===== config.mk =====
export PLATFORM = sky130hd
export DESIGN_NAME = fpss_div_cell
export DESIGN_NICKNAME = d
export VERILOG_FILES = /design/src/rtl/fpss_pkg.sv /design/src/rtl/fpss_div_cell.sv
export SDC_FILE = /design/constraint.sdc
export NUM_CORES = 1
export LEC_CHECK = 0
export BUFFER_PORTS_ARGS = -buffer_cell sky130_fd_sc_hd__buf_2
export CAP_MARGIN = 20
export CORE_AREA = 2 2 184 186
export CTS_BUF_LIST = sky130_fd_sc_hd__clkbuf_4
export DETAILED_ROUTE_END_ITERATION = 12
export DIE_AREA = 0 0 186 188
export HOLD_SLACK_MARGIN = 0.05
export PLACE_DENSITY = 0.6
export SYNTH_ARGS = -nofsm -noshare
export SYNTH_HDL_FRONTEND = slang
export SYNTH_SLANG_ARGS = --single-unit

===== constraint.sdc =====
create_clock -name clk_i -period 9.1 [get_ports clk_i]
set_input_delay 1.82 -clock clk_i [delete_from_list [all_inputs] [get_ports clk_i]]
set_output_delay 1.82 -clock clk_i [all_outputs]
set_load 0.01 [all_outputs]

===== src/rtl/fpss_pkg.sv =====
`timescale 1ns / 1ps

package fpss_pkg;

  // Q12 scale and saturation bound (plus or minus 9.0)
  localparam int unsigned QFrac = 12;
  localparam logic signed [31:0] QOne = 32'sd4096;
  localparam logic signed [31:0] QHalf = 32'sd2048;
  localparam logic signed [31:0] ClampHi = 32'sd36864;
  localparam logic signed [31:0] ClampLo = -32'sd36864;

  // Number of quotient bits produced by the divider chain
  localparam int unsigned NumCells = 13;

  typedef enum logic [1:0] {
    ACT_SIGMOID = 2'd0,
    ACT_SILU    = 2'd1,
    ACT_MUL     = 2'd2
  } fpss_action_e;

  // One division lane: operand, forced result, divisor, partial remainder, quotient
  typedef struct packed {
    logic [31:0] x;
    logic        frc;
    logic [12:0] fval;
    logic [13:0] den;
    logic [24:0] rem;
    logic [12:0] quo;
  } fpss_lane_t;

  // Item moving along the chain: lane 0 is x, lane 1 is the negated operand
  typedef struct packed {
    logic [1:0]            action;
    logic [31:0]           b;
    fpss_lane_t [1:0]      lane;
  } fpss_cell_t;

  // exp(-k) in Q12 at integer steps
  function automatic logic [12:0] exp_step(input logic [3:0] k);
    logic [12:0] v;
    case (k)
      4'd0: v = 13'd4096;
      4'd1: v = 13'd1507;
      4'd2: v = 13'd554;
      4'd3: v = 13'd204;
      4'd4: v = 13'd75;
      4'd5: v = 13'd28;
      4'd6: v = 13'd10;
      4'd7: v = 13'd4;
      4'd8: v = 13'd1;
      default: v = 13'd0;
    endcase
    return v;
  endfunction

  // Divide by 4096, truncating toward zero
  function automatic logic signed [31:0] q_div(input logic signed [31:0] v);
    logic signed [31:0] adj;
    adj = v + (v[31] ? 32'sd4095 : 32'sd0);
    return adj >>> QFrac;
  endfunction

  // Remainder of the division above, sign of the dividend, sign-extended
  function automatic logic signed [31:0] q_rem(input logic signed [31:0] v);
    logic signed [31:0] r;
    r = v - (q_div(v) <<< QFrac);
    return r;
  endfunction

endpackage


===== src/rtl/fpss_div_cell.sv =====
`timescale 1ns / 1ps

module fpss_div_cell #(
  parameter int unsigned Shift = 0
) (
  input  logic                 clk_i,
  input  logic                 rst_ni,
  input  logic                 valid_i,
  output logic                 ready_o,
  input  fpss_pkg::fpss_cell_t data_i,
  output logic                 valid_o,
  input  logic                 ready_i,
  output fpss_pkg::fpss_cell_t data_o
);
  import fpss_pkg::*;

  logic       valid_q;
  logic       en;
  logic [25:0] trial [2];
  fpss_cell_t data_d, data_q;

  assign en      = !valid_q || ready_i;
  assign ready_o = en;
  assign valid_o = valid_q;
  assign data_o  = data_q;

  // One restoring step per lane: quotient bit Shift
  always_comb begin
    data_d = data_i;
    for (int l = 0; l < 2; l++) begin
      trial[l] = 26'(data_i.lane[l].den) << Shift;
      if ({1'b0, data_i.lane[l].rem} >= trial[l]) begin
        data_d.lane[l].rem = data_i.lane[l].rem - trial[l][24:0];
        data_d.lane[l].quo[Shift] = 1'b1;
      end
    end
  end

  always_ff @(posedge clk_i or negedge rst_ni) begin
    if (!rst_ni) begin
      valid_q <= 1'b0;
    end else if (en) begin
      valid_q <= valid_i;
    end
  end

  always_ff @(posedge clk_i) begin
    if (en) begin
      data_q <= data_d;
    end
  end

  // Remainder stays below the divisor at this bit weight
  a_rem0: assert property (@(posedge clk_i) disable iff (!rst_ni)
    valid_q && !data_q.lane[0].frc |->
      {1'b0, data_q.lane[0].rem} < (26'(data_q.lane[0].den) << Shift))
    else $error("lane 0 remainder out of range");
  a_rem1: assert property (@(posedge clk_i) disable iff (!rst_ni)
    valid_q && !data_q.lane[1].frc |->
      {1'b0, data_q.lane[1].rem} < (26'(data_q.lane[1].den) << Shift))
    else $error("lane 1 remainder out of range");
  a_den: assert property (@(posedge clk_i) disable iff (!rst_ni)
    valid_q && !data_q.lane[0].frc |-> data_q.lane[0].den >= 14'd4096)
    else $error("divisor below one");

endmodule


==> results of run 1 <==
[stage by stage]
stage	instance area, µm²	cells	power [mW]
floorplan	9225	582	1.511
global placement	12100	1490	1.695
detailed placement	12100	1490	1.700
CTS	12930	1602	2.686
global route	12950	1609	2.776
finish	12960	1615	2.634
[sequential cells by signal, summed over array words and instances (netlist names)]
| signal | flops |
|---|---|
| data_o | 230 |
| valid_o | 1 |
[cells in the final DEF (no fill, tap or decap), drive strengths merged, types with 24 or more instances in the layout]
cell	Yosys	layout
nor2	36	36
xnor2	24	24
clkbuf	4	92
nand2	30	30
a21oi	30	30
o21ai	28	28
buf	5	469
inv	34	35
edfxtp	230	230
ha	28	28
[per-layer routing]
layer / vias up / share of wire, % / wire length (µm)
li1: 3332 / - / -
met1: 3344 / 40 / 11160
met2: 312 / 49 / 13860
met3: 53 / 9.0 / 2528
met4: 2 / 2.4 / 684
met5: - / 0.046 / 13
[worst paths after layout]
check	from	to	slack, ps
worst max-delay path	ready_i	ready_o	4720
worst min-delay path	rst_ni	valid_o	890
worst max register to register	valid_o	data_o[45]	6150
worst min register to register	valid_o	valid_o	910
max in group asynchronous	rst_ni	valid_o	8130
min in group clk_i	valid_o	valid_o	910
[report_power, final]
group	internal, mW	total [mW]	switching (mW)
registers	1.28	1.31	0.0220
logic	0.151	0.369	0.218
clock network	0.523	0.960	0.437
total	1.96	2.63	0.676
[kinds of logic (layout without fill, tap and decap cells)]
logic type | after synthesis | count (layout)
flip-flops | 231 | 231
multiplexers | 6 | 6
AO/OA/AOI/OAI | 88 | 88
buffers and inverters | 43 | 615
AND/OR/NAND/NOR | 140 | 140
adder cells (fa/ha/maj) | 30 | 30
XOR/XNOR | 44 | 44
other | 0 | 13
[critical path: stages]
cell and delay [ps]:
buf_2 80, nand2b_4 420, buf_2 240
[layout make-up]
| type | count | share of cell area (%) |
|---|---|---|
| antenna | 13 | 0.2510 |
| clock buffer | 92 | 5.329 |
| clock inverter | 20 | 1.100 |
| inverter | 34 | 0.9846 |
| multi-input combinational | 308 | 16.34 |
| sequential | 231 | 53.48 |
| tap | 448 | 4.325 |
| timing repair buffer | 469 | 18.19 |
==> metrics.cfg, run 1 <==
[outcome]
outcome = finished, final reports clean

[final_layout]
fin_nets = 1374
nFillCells = 3190
multiInputGateArea_mm2 = 0.002118
final_core_util_pct = 39.14
drive_gt1_share_pct = 50.78
ff_latch_area_mm2 = 0.006932
syn2layout_area_growth_pct = 40.54

[logic_synthesis]
async_flop_share_pct = 0.4329
yosys_warnings = 0
synth_top_area_share_pct = 74.89
synth_area_mm2 = 0.009223
synthCells = 582
yosysTopAreaCell = edfxtp_1
synth_fa_ha_area_share_pct = 4.233
synth-compound-area-share_pct = 5.834
synthMuxAreaShare_pct = 0.7190
synth_flop_cell = edfxtp_1
synthTopCellsByArea = edfxtp_1, ha_1, xnor2_1
synth_cell_types = 52
synth_top_family_by_area = simple AND/OR/NAND/NOR gates
post_synth_most_frequent_cells = edfxtp_1, nor2_1, inv_1
yosysMostFrequentCell = edfxtp_1
ys_seq_elements = 231
synth-simple-area-share_pct = 7.923
postSynthAreaPerCell_um2 = 15.85
synth_nets = 846
synth_xor_area_share_pct = 4.179
synth-edff-count = 230
ys_seq_area_share_pct = 75.16

[die]
die_y_um = 188
num_io_pins = 466
initial_core_util_pct = 27.85
die_w_um = 186
rows = 67
dieArea_mm2 = 0.03497
core-area_mm2 = 0.03311

[place]
gp_congestion = 0.8308
dp_hpwl_mm = 21.84
pre_cts_slack_ps = 4597
numPortBuffers = 465

[clock_tree]
clk_latency_ps = 730
htree_levels = 3
path_clk_slew_ps = 60
cts_setup_buffers = 0
clock-sinks = 231
cts_buffer_depth = 3
cts_hold_buf = 0
numCtsBuffers = 66
tritoncts = built
postCtsResizedCells = 0
clock-root-buffer = clkbuf_4

[critical_path]
crit_arrival_ps = 2560
critPathMaxFanout = 34
ff2ff_path_depth = 3
cp-end-kind = output port
cp_data_required_time_ps = 7280
start_kind = primary input
critical_path_class = in -> out

[route]
wl_per_cell_um = 17.48
routed_wl_mm = 28.24
drc = 0
drt_iter0_drc = 316
dr.pass1.iters = 4
via_per_inst = 4.361
num_vias = 7043
antenna_left = 0

[hold_path]
min_path_type = in -> async

[global_routing]
grt_antenna_before_repair = 12
busiest_layer = met2
grt_usage_pct = 15.59
grt_pass1_wl_mm = 40.42
met3_usage_pct = 6.157
grt_pass1_vias = 6993
gr-total-overflow = 0
use_met2_pct = 25.36
grt_max_degree = 80
use_met1_pct = 17.96

[timing]
fin_tns_setup_ps = 0
finalHoldViolCount = 0
fmax_ghz = 0.2281
hold_slack_ps = 889.7
layout_setup_ws_ps = 4716
fin_crit_ps = 4384
slew_headroom_pct = 33.47
period_share_pct = 48.17
tightest_slew_ps = 997.9
clock_skew_ps = 38.14
setup_viol = 0
slew_violations = 0
rsz0062_at_grt = false

[job]
cap_viol_max_count = 0

[pwr]
leakage_nw = 5.648
vdd_ir_drop_max_mv = 0.07009
p_per_area_mw_per_mm2 = 203.2

No activity file was read; power rests on OpenSTA's default activity.
==> inputs of run 2 (changes only) <==
==> constraint.sdc (replaced) <==
create_clock -name clk_i -period 3.6 [get_ports clk_i]
set_input_delay 0.72 -clock clk_i [delete_from_list [all_inputs] [get_ports clk_i]]
set_output_delay 0.72 -clock clk_i [all_outputs]
set_load 0.01 [all_outputs]
==> run 2 against run 1 <==
Net effect:
- total power increased to 2.5 times the previous value
- largest power group unchanged
- register-to-register slack got worse by 4100 ps
- worst setup slack got worse by 3800 ps
- critical path depth increased by 6
- utilization increased by 0.36 points
- critical path type is now in -> reg
- largest cell class unchanged
- highest routed layer unchanged
- worst hold slack got worse by 730 ps
- sequential power increased to 2.5 times the previous value
- sequential share of layout area decreased by 0.48 points
- global-route usage decreased by 0.21 points
==> metrics.cfg, run 2 (synthesis gave the netlist of run 1 again) <==
[timing]
fin_tns_setup_ps = 0
rsz0062_at_grt = false
clock_skew_ps = 39.34
fin_crit_ps = 2696
period_share_pct = 74.88
fmax_ghz = 0.3710
slew_headroom_pct = 54.66
finalHoldViolCount = 0
slew_violations = 0
tightest_slew_ps = 680.1
setup_viol = 0

[clock_tree]
clock-root-buffer = clkbuf_4
numCtsBuffers = 61
htree_levels = 2
tritoncts = built
clk_latency_ps = 750
cts_buffer_depth = 3
clock-sinks = 231
path_clk_slew_ps = 60
cts_setup_buffers = 0

[route]
dr.pass1.iters = 4
num_vias = 6952
drc = 0
drt_iter0_drc = 280
antenna_left = 0
routed_wl_mm = 27.99
via_per_inst = 4.291
wl_per_cell_um = 17.28

[outcome]
outcome = finished, final reports clean

[global_routing]
grt_pass1_vias = 7057
grt_max_degree = 102
grt_antenna_before_repair = 10
gr-total-overflow = 0
grt_usage_pct = 15.38
grt_pass1_wl_mm = 40.09

[die]
rows = 67
core-area_mm2 = 0.03311
num_io_pins = 466
die_w_um = 186
die_y_um = 188
initial_core_util_pct = 27.85
dieArea_mm2 = 0.03497

[place]
dpl.cell_count = 1492
gp_congestion = 0.8478
dp_hpwl_mm = 21.51
numPortBuffers = 465

[critical_path]
critical_path_class = in -> reg
crit_arrival_ps = 3160
start_kind = primary input
cp_data_required_time_ps = 4070
cp-end-kind = register
critPathMaxFanout = 6

[hold_path]
min_path_type = in -> reg

[pwr]
vdd_ir_drop_max_mv = 0.2154
leakage_nw = 5.713
p_per_area_mw_per_mm2 = 506.9
power_mw = 6.629

[final_layout]
syn2layout_area_growth_pct = 41.81
drive_gt1_share_pct = 50.34
final_cell_count_no_fill = 1620
largest_reg_flops = 230
final_common_cell = buf_2
fin_nets = 1382
layout_common_cells = buf_2, edfxtp_1, clkbuf_4

[job]
cap_viol_max_count = 0

-- run 2: cell count changes in the layout (fill, tap and decap cells not counted) --
cell | previous run | this run
clkinv_4 | 2 | 0
clkbuf_4 | 92 | 89
inv_2 | 1 | 0
buf_12 | 0 | 2
clkinv_2 | 1 | 7
diode_2 | 13 | 4
clkinv_1 | 13 | 14
dlygate4sd3_1 | 0 | 11
-- run 2: report_power, final --
| group | switching [mW] | internal [mW] | leakage [nW] |
|---|---|---|---|
| combinational | 0.549 | 0.395 | 2.91 |
| sequential | 0.0574 | 3.24 | 2.32 |
| clock | 1.11 | 1.28 | 0.487 |
| total | 1.71 | 4.92 | 5.71 |
-- run 2: worst max-delay path, stage by stage --
cell     delay [ps]
buf_2           110
ha_1            250
nor4_2          430
nand2_1         110
or3_1           360
or4_1           610
o21ai_2         320
nor3_1          100
xor2_1          150
-- run 2: layout make-up --
type	instances	area (µm²)
antenna	4	10.01
clock buffer	89	668.1
clock inverter	24	155.1
fill	3210	20030
inverter	34	127.6
multi-input combinational	308	2118
sequential	231	6932
tap	448	560.5
timing repair buffer	482	2507
-- run 2: repair_timing --
| item | 4_1_cts | 5_1_grt |
|---|---|---|
| hold buffers | 11 | 0 |
| hold endpoints to repair | 11 | 0 |
| gates resized for setup | 0 | 0 |
-- run 2: final timing paths --
check | slack, ps | cells after the start | endpoint | start
worst max register to register | 2060 | 2 | data_o[189] | valid_o
max in group asynchronous | 3190 | 2 | valid_o | rst_ni
worst min-delay path | 160 | 1 | data_o[5] | data_i[5]
min in group asynchronous | 330 | 2 | valid_o | rst_ni
worst max-delay path | 900 | 9 | data_o[33] | data_i[26]
worst min register to register | 930 | 3 | valid_o | valid_o
-- run 2: metal layers --
layer  vias up  track usage (%)  part of all wire (%)
li1       3319                -                     -
met1      3246            17.15                    39
met2       314            25.18                    48
met3        63            5.904                   9.1
met4        10            8.389                   3.7
met5         -                0                  0.25
-- run 2: through the flow --
stage	hold slack [ps]	util, %	setup WS [ps]	cell area [µm²]
finish	162.9	39.50	904.4	13080
global route	72.44	39.49	787.4	13080
CTS	52.68	39.47	979.3	13070
detailed placement	495.9	36.65	134.9	12140
global placement	495.9	36.65	196.3	12140
floorplan	424.4	-	513.3	9230
